[src/hdl/assert_macros.svh]
// Assertion macros shared by the display driver modules.
`ifndef ASSERT_MACROS_SVH
`define ASSERT_MACROS_SVH

// Same-cycle implication, checked at every rising edge outside reset.
`define MSD_ASSERT_NOW(label, ante, cons, msg) \
  label: assert property (@(posedge clk) disable iff (!rst_n) (ante) |-> (cons)) \
    else $error(msg);

// Next-cycle implication, checked at every rising edge outside reset.
`define MSD_ASSERT_NEXT(label, ante, cons, msg) \
  label: assert property (@(posedge clk) disable iff (!rst_n) (ante) |=> (cons)) \
    else $error(msg);

`endif

[src/hdl/msd_pkg.sv]
// Shared types, codes and the segment table of the seven-segment display driver.
`timescale 1ns / 1ps

package msd_pkg;

  // Command codes; codes six and seven are unused and do nothing.
  localparam logic [2:0] CMD_TICK  = 3'd0;
  localparam logic [2:0] CMD_RAW   = 3'd1;
  localparam logic [2:0] CMD_HEX   = 3'd2;
  localparam logic [2:0] CMD_PRINT = 3'd3;
  localparam logic [2:0] CMD_POINT = 3'd4;
  localparam logic [2:0] CMD_CLEAR = 3'd5;

  // Point register value that lights no point.
  localparam logic [3:0] NO_POINT = 4'd8;

  // Digit select for digit zero; digit k selects bit 12 + k.
  localparam logic [15:0] SEL_BASE = 16'h1000;

  // Decimal range of the four digits.
  localparam logic [13:0] PRINT_MOD = 14'd10000;

  // Fixed-point reciprocals for the constant divisions of a value below 10000.
  localparam logic [15:0] RECIP10   = 16'd52429;  // shift 19
  localparam logic [12:0] RECIP100  = 13'd5243;   // shift 19
  localparam logic [13:0] RECIP1000 = 14'd8389;   // shift 23

  localparam int QDEPTH = 4;
  localparam int QPTR_W = $clog2(QDEPTH);

  // Command as classified by the front stage.
  typedef struct packed {
    logic [2:0]  cmd;
    logic [1:0]  pos;
    logic [7:0]  segments;
    logic [3:0]  digit;
    logic [13:0] m;         // number reduced below 10000
    logic        wr_tens;
    logic        wr_hund;
    logic        wr_thou;
  } msd_cmd_t;

  // Queue entry: the command plus the decimal quotients of m.
  typedef struct packed {
    msd_cmd_t    base;
    logic [9:0]  q10;
    logic [6:0]  q100;
    logic [3:0]  q1000;
  } msd_op_t;

  // Segment pattern of a hex digit, a in bit 7 down to g in bit 1.
  function automatic logic [7:0] seg_encode(input logic [3:0] value);
    logic [7:0] pat;
    case (value)
      4'h0: pat = 8'hFC;
      4'h1: pat = 8'h60;
      4'h2: pat = 8'hDA;
      4'h3: pat = 8'hF2;
      4'h4: pat = 8'h66;
      4'h5: pat = 8'hB6;
      4'h6: pat = 8'hBE;
      4'h7: pat = 8'hE0;
      4'h8: pat = 8'hFE;
      4'h9: pat = 8'hF6;
      4'hA: pat = 8'hEE;
      4'hB: pat = 8'h3E;
      4'hC: pat = 8'h9C;
      4'hD: pat = 8'h7A;
      4'hE: pat = 8'h9E;
      4'hF: pat = 8'h8E;
      default: pat = 8'h00;
    endcase
    return pat;
  endfunction

endpackage

[src/hdl/msd_in_if.sv]
// Command channel of the display driver.
`timescale 1ns / 1ps

interface msd_in_if;
  logic        valid;
  logic        ready;
  logic [2:0]  cmd;
  logic [1:0]  position;
  logic [7:0]  segments;
  logic [3:0]  digit;
  logic [13:0] number;
  logic        show_zero;

  modport source (output valid, cmd, position, segments, digit, number, show_zero,
                  input ready);
  modport sink (input valid, cmd, position, segments, digit, number, show_zero,
                output ready);
endinterface

[src/hdl/msd_out_if.sv]
// Result channel of the display driver.
`timescale 1ns / 1ps

interface msd_out_if;
  logic        valid;
  logic        ready;
  logic [15:0] shift_word;
  logic        latch_pulse;

  modport source (output valid, shift_word, latch_pulse, input ready);
  modport sink (input valid, shift_word, latch_pulse, output ready);
endinterface

[src/hdl/msd_queue.sv]
// Short FIFO of classified commands between the front and back stages.
`timescale 1ns / 1ps
`include "assert_macros.svh"

module msd_queue (
  input  logic             clk,
  input  logic             rst_n,
  input  logic             push,
  input  msd_pkg::msd_op_t push_op,
  output logic             full,
  output logic             head_vld,
  output msd_pkg::msd_op_t head_op,
  input  logic             pop
);
  import msd_pkg::*;

  msd_op_t             mem_r [QDEPTH];
  logic [QPTR_W-1:0]   wr_ptr_r, wr_ptr_nxt;
  logic [QPTR_W-1:0]   rd_ptr_r, rd_ptr_nxt;
  logic [QPTR_W:0]     cnt_r, cnt_nxt;

  assign full     = (cnt_r == (QPTR_W+1)'(QDEPTH));
  assign head_vld = (cnt_r != '0);
  assign head_op  = mem_r[rd_ptr_r];

  // Pointer and fill count update.
  always_comb begin
    wr_ptr_nxt = push ? wr_ptr_r + 1'b1 : wr_ptr_r;
    rd_ptr_nxt = pop ? rd_ptr_r + 1'b1 : rd_ptr_r;
    cnt_nxt    = cnt_r + (QPTR_W+1)'(push) - (QPTR_W+1)'(pop);
  end

  always_ff @(posedge clk) begin
    if (!rst_n) begin
      wr_ptr_r <= '0;
      rd_ptr_r <= '0;
      cnt_r    <= '0;
    end else begin
      wr_ptr_r <= wr_ptr_nxt;
      rd_ptr_r <= rd_ptr_nxt;
      cnt_r    <= cnt_nxt;
    end
  end

  // Entry storage; no reset needed.
  always_ff @(posedge clk) begin
    if (push) begin
      mem_r[wr_ptr_r] <= push_op;
    end
  end

  `MSD_ASSERT_NOW(a_q_no_overflow, push, !full, "queue written while full")
  `MSD_ASSERT_NOW(a_q_no_underflow, pop, head_vld, "queue read while empty")

endmodule

[src/hdl/msd_front.sv]
// Front stage: accepts command requests, reduces numbers and forms decimal quotients.
`timescale 1ns / 1ps
`include "assert_macros.svh"

module msd_front (
  input  logic             clk,
  input  logic             rst_n,
  msd_in_if.sink           in_chan,
  output logic             push,
  output msd_pkg::msd_op_t push_op,
  input  logic             q_full
);
  import msd_pkg::*;

  logic       f_vld_r, f_vld_nxt;
  msd_cmd_t   f_cmd_r, f_cmd_nxt;
  logic       in_fire;
  logic       f_known;
  logic       f_take;
  logic [29:0] p10;
  logic [26:0] p100;
  logic [27:0] p1000;

  // Unused command codes are consumed here and never reach the queue.
  assign f_known = (f_cmd_r.cmd == CMD_TICK) || (f_cmd_r.cmd == CMD_RAW) ||
                   (f_cmd_r.cmd == CMD_HEX) || (f_cmd_r.cmd == CMD_PRINT) ||
                   (f_cmd_r.cmd == CMD_POINT) || (f_cmd_r.cmd == CMD_CLEAR);
  assign push    = f_vld_r && f_known && !q_full;
  assign f_take  = push || (f_vld_r && !f_known);
  assign in_chan.ready = !f_vld_r || f_take;
  assign in_fire = in_chan.valid && in_chan.ready;

  // Classify the incoming request and bring the number below 10000.
  always_comb begin
    f_cmd_nxt          = f_cmd_r;
    f_vld_nxt          = f_vld_r && !f_take;
    if (in_fire) begin
      f_vld_nxt          = 1'b1;
      f_cmd_nxt.cmd      = in_chan.cmd;
      f_cmd_nxt.pos      = in_chan.position;
      f_cmd_nxt.segments = in_chan.segments;
      f_cmd_nxt.digit    = in_chan.digit;
      f_cmd_nxt.m        = (in_chan.number >= PRINT_MOD) ? in_chan.number - PRINT_MOD
                                                         : in_chan.number;
      f_cmd_nxt.wr_tens  = in_chan.show_zero || (in_chan.number > 14'd9);
      f_cmd_nxt.wr_hund  = in_chan.show_zero || (in_chan.number > 14'd99);
      f_cmd_nxt.wr_thou  = in_chan.show_zero || (in_chan.number > 14'd999);
    end
  end

  always_ff @(posedge clk) begin
    if (!rst_n) begin
      f_vld_r <= 1'b0;
    end else begin
      f_vld_r <= f_vld_nxt;
    end
  end

  always_ff @(posedge clk) begin
    f_cmd_r <= f_cmd_nxt;
  end

  // Constant divisions by reciprocal multiply; the queue entry registers them.
  assign p10   = 30'(f_cmd_r.m) * 30'(RECIP10);
  assign p100  = 27'(f_cmd_r.m) * 27'(RECIP100);
  assign p1000 = 28'(f_cmd_r.m) * 28'(RECIP1000);

  always_comb begin
    push_op.base  = f_cmd_r;
    push_op.q10   = p10[28:19];
    push_op.q100  = p100[25:19];
    push_op.q1000 = p1000[26:23];
  end

  `MSD_ASSERT_NOW(a_front_mod_range, f_vld_r, f_cmd_r.m < PRINT_MOD,
                  "reduced number out of decimal range")
  `MSD_ASSERT_NEXT(a_front_hold, f_vld_r && !f_take, f_vld_r && $stable(f_cmd_r),
                   "stalled front command lost or changed")

endmodule

[src/hdl/msd_back.sv]
// Back stage: applies commands to the digit store and issues scan results.
`timescale 1ns / 1ps
`include "assert_macros.svh"

module msd_back (
  input  logic             clk,
  input  logic             rst_n,
  input  logic             head_vld,
  input  msd_pkg::msd_op_t head_op,
  output logic             pop,
  msd_out_if.source        out_chan
);
  import msd_pkg::*;

  logic [7:0]  store_r [4];
  logic [7:0]  store_nxt [4];
  logic [3:0]  point_r, point_nxt;
  logic [2:0]  phase_r, phase_nxt;
  logic        out_vld_r, out_vld_nxt;
  logic [15:0] out_word_r, out_word_nxt;
  logic        out_latch_r, out_latch_nxt;
  logic        is_tick;
  logic [1:0]  k;
  logic [7:0]  lit;
  logic [13:0] r0;
  logic [9:0]  r1;
  logic [6:0]  r2;
  logic [3:0]  d0, d1, d2;

  assign is_tick = (head_op.base.cmd == CMD_TICK);
  // A tick waits only while a result still sits unread in the output register.
  assign pop = head_vld && (!is_tick || !out_vld_r || out_chan.ready);

  // Decimal digits from the quotients: remainder of each by ten.
  assign r0 = head_op.base.m - ((14'(head_op.q10) << 3) + (14'(head_op.q10) << 1));
  assign r1 = head_op.q10 - ((10'(head_op.q100) << 3) + (10'(head_op.q100) << 1));
  assign r2 = head_op.q100 - ((7'(head_op.q1000) << 3) + (7'(head_op.q1000) << 1));
  assign d0 = r0[3:0];
  assign d1 = r1[3:0];
  assign d2 = r2[3:0];

  // Scan word for the current digit.
  assign k   = phase_r[2:1];
  assign lit = store_r[k] | {7'd0, (point_r == {2'b00, k})};

  always_comb begin
    store_nxt     = store_r;
    point_nxt     = point_r;
    phase_nxt     = phase_r;
    out_vld_nxt   = out_vld_r && !out_chan.ready;
    out_word_nxt  = out_word_r;
    out_latch_nxt = out_latch_r;
    if (pop) begin
      case (head_op.base.cmd)
        CMD_TICK: begin
          out_vld_nxt = 1'b1;
          phase_nxt   = phase_r + 3'd1;
          if (phase_r[0]) begin
            out_word_nxt  = '0;
            out_latch_nxt = 1'b1;
          end else begin
            out_word_nxt  = (SEL_BASE << k) | {8'h00, ~lit};
            out_latch_nxt = 1'b0;
          end
        end
        CMD_RAW: begin
          store_nxt[head_op.base.pos] = head_op.base.segments;
        end
        CMD_HEX: begin
          store_nxt[head_op.base.pos] = seg_encode(head_op.base.digit);
        end
        CMD_PRINT: begin
          store_nxt[3] = seg_encode(d0);
          if (head_op.base.wr_tens) begin
            store_nxt[2] = seg_encode(d1);
          end
          if (head_op.base.wr_hund) begin
            store_nxt[1] = seg_encode(d2);
          end
          if (head_op.base.wr_thou) begin
            store_nxt[0] = seg_encode(head_op.q1000);
          end
        end
        CMD_POINT: begin
          point_nxt = (head_op.base.pos == 2'd0) ? NO_POINT
                                                 : {2'b00, head_op.base.pos ^ 2'b11};
        end
        CMD_CLEAR: begin
          for (int i = 0; i < 4; i++) begin
            store_nxt[i] = '0;
          end
        end
        default: begin
        end
      endcase
    end
  end

  always_ff @(posedge clk) begin
    if (!rst_n) begin
      for (int i = 0; i < 4; i++) begin
        store_r[i] <= '0;
      end
      point_r   <= NO_POINT;
      phase_r   <= '0;
      out_vld_r <= 1'b0;
    end else begin
      store_r   <= store_nxt;
      point_r   <= point_nxt;
      phase_r   <= phase_nxt;
      out_vld_r <= out_vld_nxt;
    end
  end

  always_ff @(posedge clk) begin
    out_word_r  <= out_word_nxt;
    out_latch_r <= out_latch_nxt;
  end

  assign out_chan.valid       = out_vld_r;
  assign out_chan.shift_word  = out_word_r;
  assign out_chan.latch_pulse = out_latch_r;

  `MSD_ASSERT_NEXT(a_back_tick_out, pop && is_tick,
                   out_vld_r && (out_latch_r == $past(phase_r[0])),
                   "tick did not produce the result for its phase")
  `MSD_ASSERT_NEXT(a_back_phase_step, pop && is_tick, phase_r == $past(phase_r) + 3'd1,
                   "scan phase did not advance on a tick")

endmodule

[src/hdl/multiplexed_seven_segment_driver.sv]
// Top level of the four-digit multiplexed seven-segment display driver.
//
// Usage: commands arrive as requests on in_chan (valid/ready). Tick requests each
// produce one request on out_chan: on even scan phases a 16-bit word for the
// shift-register chain (digit select in bits 12..15, active-low segments in bits
// 0..7), on odd phases a latch pulse with a zero word. All other commands only
// update the digit store or the point and produce nothing.
// A tick passes the front register, a queue entry and the output register before
// its result shows on out_chan. Throughput: one command per cycle while out_chan
// does not stall; the front stage, a four-entry queue and the back stage each
// advance every cycle.
// Reset (rst_n low, synchronous) blanks all digits, turns the point off, sets the
// scan phase to zero and empties the pipeline.
// When out_chan stalls, the pending result holds; writes keep flowing past it
// until the next tick reaches the back stage, after which the queue fills and
// in_chan.ready drops.
`timescale 1ns / 1ps

module multiplexed_seven_segment_driver (
  input  logic       clk,
  input  logic       rst_n,
  msd_in_if.sink     in_chan,
  msd_out_if.source  out_chan
);
  import msd_pkg::*;

  logic    push;
  msd_op_t push_op;
  logic    q_full;
  logic    head_vld;
  msd_op_t head_op;
  logic    pop;

  msd_front u_front (
    .clk     (clk),
    .rst_n   (rst_n),
    .in_chan (in_chan),
    .push    (push),
    .push_op (push_op),
    .q_full  (q_full)
  );

  msd_queue u_queue (
    .clk      (clk),
    .rst_n    (rst_n),
    .push     (push),
    .push_op  (push_op),
    .full     (q_full),
    .head_vld (head_vld),
    .head_op  (head_op),
    .pop      (pop)
  );

  msd_back u_back (
    .clk      (clk),
    .rst_n    (rst_n),
    .head_vld (head_vld),
    .head_op  (head_op),
    .pop      (pop),
    .out_chan (out_chan)
  );

endmodule

[src/flat_wrapper.sv]
// flat-port wrapper written by rule: the top's interface ports become plain ports
module multiplexed_seven_segment_driver_flat import msd_pkg::*;
  (clk, rst_n, in_chan_valid, in_chan_cmd, in_chan_position, in_chan_segments, in_chan_digit, in_chan_number, in_chan_show_zero, in_chan_ready, out_chan_valid, out_chan_shift_word, out_chan_latch_pulse, out_chan_ready);
  msd_in_if in_chan_i ();
  msd_out_if out_chan_i ();
  input  logic clk;
  input  logic rst_n;
  input wire logic [$bits(in_chan_i.valid)-1:0] in_chan_valid;
  input wire logic [$bits(in_chan_i.cmd)-1:0] in_chan_cmd;
  input wire logic [$bits(in_chan_i.position)-1:0] in_chan_position;
  input wire logic [$bits(in_chan_i.segments)-1:0] in_chan_segments;
  input wire logic [$bits(in_chan_i.digit)-1:0] in_chan_digit;
  input wire logic [$bits(in_chan_i.number)-1:0] in_chan_number;
  input wire logic [$bits(in_chan_i.show_zero)-1:0] in_chan_show_zero;
  output wire logic [$bits(in_chan_i.ready)-1:0] in_chan_ready;
  output wire logic [$bits(out_chan_i.valid)-1:0] out_chan_valid;
  output wire logic [$bits(out_chan_i.shift_word)-1:0] out_chan_shift_word;
  output wire logic [$bits(out_chan_i.latch_pulse)-1:0] out_chan_latch_pulse;
  input wire logic [$bits(out_chan_i.ready)-1:0] out_chan_ready;
  assign in_chan_i.valid = in_chan_valid;
  assign in_chan_i.cmd = in_chan_cmd;
  assign in_chan_i.position = in_chan_position;
  assign in_chan_i.segments = in_chan_segments;
  assign in_chan_i.digit = in_chan_digit;
  assign in_chan_i.number = in_chan_number;
  assign in_chan_i.show_zero = in_chan_show_zero;
  assign in_chan_ready = in_chan_i.ready;
  assign out_chan_valid = out_chan_i.valid;
  assign out_chan_shift_word = out_chan_i.shift_word;
  assign out_chan_latch_pulse = out_chan_i.latch_pulse;
  assign out_chan_i.ready = out_chan_ready;
  multiplexed_seven_segment_driver u_core (.clk(clk), .rst_n(rst_n), .in_chan(in_chan_i), .out_chan(out_chan_i));
endmodule
[config.mk]
export PLATFORM = sky130hd
export DESIGN_NAME = multiplexed_seven_segment_driver_flat
export DESIGN_NICKNAME = d
export VERILOG_FILES = /design/src/hdl/msd_pkg.sv /design/src/hdl/msd_in_if.sv /design/src/hdl/msd_out_if.sv /design/src/hdl/msd_queue.sv /design/src/hdl/msd_front.sv /design/src/hdl/msd_back.sv /design/src/hdl/multiplexed_seven_segment_driver.sv /design/src/flat_wrapper.sv
export VERILOG_INCLUDE_DIRS = /design/src /design/src/hdl
export SDC_FILE = /design/constraint.sdc
export NUM_CORES = 1
export LEC_CHECK = 0
export ABC_AREA = 1
export BUFFER_PORTS_ARGS = -buffer_cell sky130_fd_sc_hd__buf_4
export CORE_ASPECT_RATIO = 2
export CORE_MARGIN = 4
export CORE_UTILIZATION = 38
export CTS_CLUSTER_SIZE = 16
export DETAILED_ROUTE_END_ITERATION = 8
export HOLD_SLACK_MARGIN = 0.03
export SKIP_CTS_REPAIR_TIMING = 1
export SYNTH_ARGS = -nofsm -noshare
export SYNTH_HDL_FRONTEND = slang
export SYNTH_HIERARCHICAL = 1
export SYNTH_SLANG_ARGS = --single-unit
[constraint.sdc]
create_clock -name clk -period 9.3 [get_ports clk]
set_input_delay 0.465 -clock clk [delete_from_list [all_inputs] [get_ports clk]]
set_output_delay 0.465 -clock clk [all_outputs]
set_load 0.02 [all_outputs]
After elaboration in Yosys (flattened, before gate mapping)

Memory sizes are Yosys's and may differ from the RTL's. A register that Yosys moved wholly into a read port is not among the register bits.
Index checks and enable logic that the tools add are counted.

Bits in registers: 99
Bits in writable memories: 220
Bits in read-only memories: 560
Logic and storage cells: 132
Memories: 6

Add/sub/neg operators: 12
$mul: 3
Magnitude comparators: 7
Equal/unequal tests: 15
Shifts and indexed selects: 1
Muxes and demuxes: 23
Bitwise gates (word level): 6
Reductions and logical operators: 38

Memory list:

| memory               | words | bits a word | read ports | clocked after memory_dff | wr ports | line            | source |
|---|---|---|---|---|---|---|---|
| u_core.u_queue.mem_r | 4     | 55          | 1          | 1                        | 1        | msd_queue.sv:17 | `msd_op_t mem_r [QDEPTH];` |
| (no name shown)      | 16    | 7           | 1          | 0                        | 0        | msd_pkg.sv:54   | `case (value)` |
| (no name shown)      | 16    | 7           | 1          | 0                        | 0        | msd_pkg.sv:54   |  |
| (no name shown)      | 16    | 7           | 1          | 0                        | 0        | msd_pkg.sv:54   |  |
| (no name shown)      | 16    | 7           | 1          | 0                        | 0        | msd_pkg.sv:54   |  |
| (no name shown)      | 16    | 7           | 1          | 0                        | 0        | msd_pkg.sv:54   |  |

Operators with widths:

| operator                                                               | count |
|---|---|
| 32-bit one-hot mux with 4 select lines                                 | 1 |
| 32-bit bitwise mux                                                     | 2 |
| 8-bit two-way mux                                                      | 8 |
| 14-bit by 16-bit multiplier with 29-bit output, second input constant  | 1 |
| 14-bit by 14-bit multiplier with 27-bit output, second input constant  | 1 |
| 14-bit by 13-bit multiplier with 26-bit output, second input constant  | 1 |
| 8-bit binary-select mux with 2-bit select                              | 1 |
| 8-bit demux with 2-bit select                                          | 1 |
| 16-bit by 8-bit bitwise OR with 16-bit output                          | 1 |
| 13-bit by 2-bit << shifter with 16-bit output, first input constant    | 1 |
| 3-bit equality test, second input constant                             | 5 |
| 14-bit greater-or-equal comparator, second input constant              | 1 |
| 14-bit by 10-bit > comparator with 1-bit output, second input constant | 1 |
| 14-bit by 4-bit > comparator with 1-bit output, second input constant  | 1 |
| 14-bit by 7-bit > comparator with 1-bit output, second input constant  | 1 |
| 14-bit two-way mux                                                     | 1 |
| 14-bit subtractor, second input constant                               | 1 |
| 4-bit adder                                                            | 3 |
| 3-bit by 2-bit equality test with 1-bit output, second input constant  | 4 |
| 1-bit logical OR                                                       | 12 |
| 4-bit subtractor                                                       | 3 |
| 3-bit AND reduction                                                    | 3 |
| 1-bit logical AND                                                      | 8 |
| 8-bit inverter                                                         | 1 |
| other kinds (21)                                                       | 42 |

Logic depth before layout (Yosys ltp)

Depth after elaboration: 12
Depth in mapped cells: 24
Mapped depth without buffers: 24

By module

Netlist, hierarchy kept.

By module, submodules not included:

| module    | times used | cells an instance | area each (µm²) | seq. area each (µm²) |
|---|---|---|---|---|
| msd_front | 1          | 1,592             | 11,791.3        | 1,041.0 |
| msd_queue | 1          | 697               | 9,031.2         | 6,786.5 |
| msd_back  | 1          | 799               | 4,824.6         | 1,171.1 |

Least setup slack after synthesis

No wires, ideal clock.

Path kind: register -> register
Start point: register u_core.u_front.f_cmd_r, in the netlist u_core/u_front/push_op[36]
End point: memory u_core/u_queue/mem_r[0][13] (netlist name), data pin
Library setup time: 0.266 ns
Arrival time: 4.929 ns
Required time: 9.034 ns
Path slack: 4.105 ns
Cell stages (with the launch flop): 23
Buffers on the path: 0
Cell sequence: edfxtp_1 > inv_1 > ha_1 > inv_1 > ha_1 > xor2_1 > fa_1 > inv_1 > fa_1 > inv_1 > fa_1 > inv_1 > fa_1 > inv_1 > ha_1 > nand2_1 > inv_1 > a21oi_1 > nor2_1 > nor2_1 > nand3_1 > nand2_1 > nand2_1

RTL lines:

| item                   | line            | source |
|---|---|---|
| start, declared        | msd_front.sv:16 | `msd_cmd_t f_cmd_r, f_cmd_nxt;` |
| start signal, assigned | msd_front.sv:60 | `f_cmd_r <= f_cmd_nxt;` |
| end, declared          | msd_queue.sv:17 |  |

==> results.json <==
{
  "status": "finished clean",
  "fin_setup_tns_ps": 0,
  "wire_per_inst_um": 16.7,
  "post-route-cell-area_mm2": 0.0233,
  "cts.sinks": 240,
  "dp.cells": 3383,
  "synthToLayoutAreaGrowth_pct": 8.82,
  "track_usage_pct": 19.1,
  "initial_core_util_pct": 38.6,
  "cp_max_fo": 15,
  "grt_overflow": 0,
  "final_max_slew_viol_count": 0,
  "core_mm2": 0.0556,
  "critPathLaunchType": "register",
  "setup-violations-final": 0,
  "drc": 0,
  "timing.final.hold_violations": 0,
  "relSlewSlack_pct": 23.4,
  "rsz0062_at_grt": "false",
  "synth_cells": 2629,
  "grt_pass1_wl_um": 90800,
  "cts_tree": "yes",
  "netlist_area_mm2": 0.0214,
  "gp_congestion": 0.966,
  "clk_latency_ps": 550,
  "timing.fmax_ghz": 0.179,
  "avgSynthCellArea_um2": 8.15,
  "layout.cells.most_common": "inv_1",
  "placement.cell_area_mm2": 0.0225,
  "drtPass1Iterations": 5,
  "cts_root_buffer": "clkbuf_16",
  "cp.arrival_ps": 5850,
  "clockBufferDepth": 3,
  "worstSetupPathType": "register to register",
  "diodes": 0,
  "port_buffers": 50,
  "period_needed_ps": 5600,
  "boundaryPins": 55,
  "yosys_warnings": 6,
  "nFillCells": 5650,
  "grt_antenna_before_repair": 0,
  "dpl.hpwl_um": 48100,
  "vias": 16600,
  "path_clk_slew_ps": 60,
  "die_area_mm2": 0.0605,
  "die_height_um": 344,
  "final_net_count": 3118,
  "rows": 122,
  "ant_nets": 0,
  "hp-class": "input port to register",
  "fp.dieW_um": 176,
  "clock_skew_ps": 46.4,
  "cap_violations": 0,
  "drt-total-wl_um": 57400,
  "cp-end-kind": "register",
  "drive_gt1_share_pct": 4.99,
  "mostFrequentLayoutCells": "633 x inv_1, 615 x nand2_1, 284 x ha_1",
  "htreeDepth": 1,
  "worst_pin_slew_ps": 1150,
  "first_iter_violations": 775,
  "grt_pass1_vias": 17200,
  "fin_crit_sh_pct": 60.2,
  "cp.required_ps": 9550,
  "via_per_inst": 4.84,
  "stdcell_count": 3427,
  "grt_max_degree": 74,
  "cts_made_buffers": 24
}
[worst paths after layout]
path / from / end / cells past startpoint / slack [ps]
setup / recovery: u_core/u_front/push_op[36] / u_core/u_queue/mem_r[2][13] / 22 / 3700
hold / removal: in_chan_segments[6] / u_core/u_front/push_op[48] / 1 / 90
setup reg to reg: u_core/u_front/push_op[36] / u_core/u_queue/mem_r[2][13] / 22 / 3700
hold reg to reg: u_core/u_queue/rd_ptr_r[1] / register / 2 / 450
[state kept, by name, summed over array words and instances (netlist names), named ones only]
register / cells
u_core/u_queue/mem_r: 144
u_core/u_queue/rd_ptr_r: 2
u_core/u_back/out_chan.valid: 1
u_core/u_front/push_op: 34
u_core/u_back/out_chan.latch_pulse: 1
u_core/u_back/store_r: 32
u_core/u_back/out_chan.shift_word: 12
u_core/u_queue/wr_ptr_r: 2
u_core/u_front/f_vld_r: 1
u_core/u_back/point_r: 3
u_core/u_back/phase_r: 3
u_core/u_queue/cnt_r: 3
[routing by layer]
layer	part of all wire, %	global-route usage, %	wire, um	up-vias
li1	-	-	-	8329
met1	32	16.9	18100	7785
met2	59	40.1	33600	302
met3	2.1	1.31	1210	157
met4	7.7	12.2	4420	0
met5	0	0	0	-
[worst max-delay path: stages (launching register included)]
cell	delay (ps)
edfxtp_1	840
inv_1	220
ha_1	340
inv_1	60
ha_1	340
xor2_1	190
fa_1	520
inv_1	50
fa_1	530
inv_1	60
fa_1	500
inv_1	50
fa_1	490
inv_1	40
ha_1	310
nand2_1	140
inv_1	50
a21oi_1	140
nor2_1	60
nor2_1	120
nand3_1	100
nand2_1	60
nand2_1	80
[area by class of cell]
class	instances	area, um^2	area share, %
multi-input cells	1686	12000	51.4
flip-flops and latches	240	6720	28.8
inverters	649	2440	10.5
well taps	744	931	3.99
clock buffers	31	627	2.69
repair buffers	64	480	2.06
clock inverters	13	141	0.606
[stage by stage]
stage	utilization [%]	setup slack (ps)	hold slack [ps]
2_1_floorplan	-	4290	435
3_3_place_gp	40.6	3770	442
3_5_place_dp	40.6	3700	447
4_1_cts	42.0	3640	54.8
5_1_grt	42.0	3280	56.4
6_report	42.0	3700	85.7
Power is not shown: default switching activity piles up to over one toggle a cycle in this logic, so the estimate is an artifact.
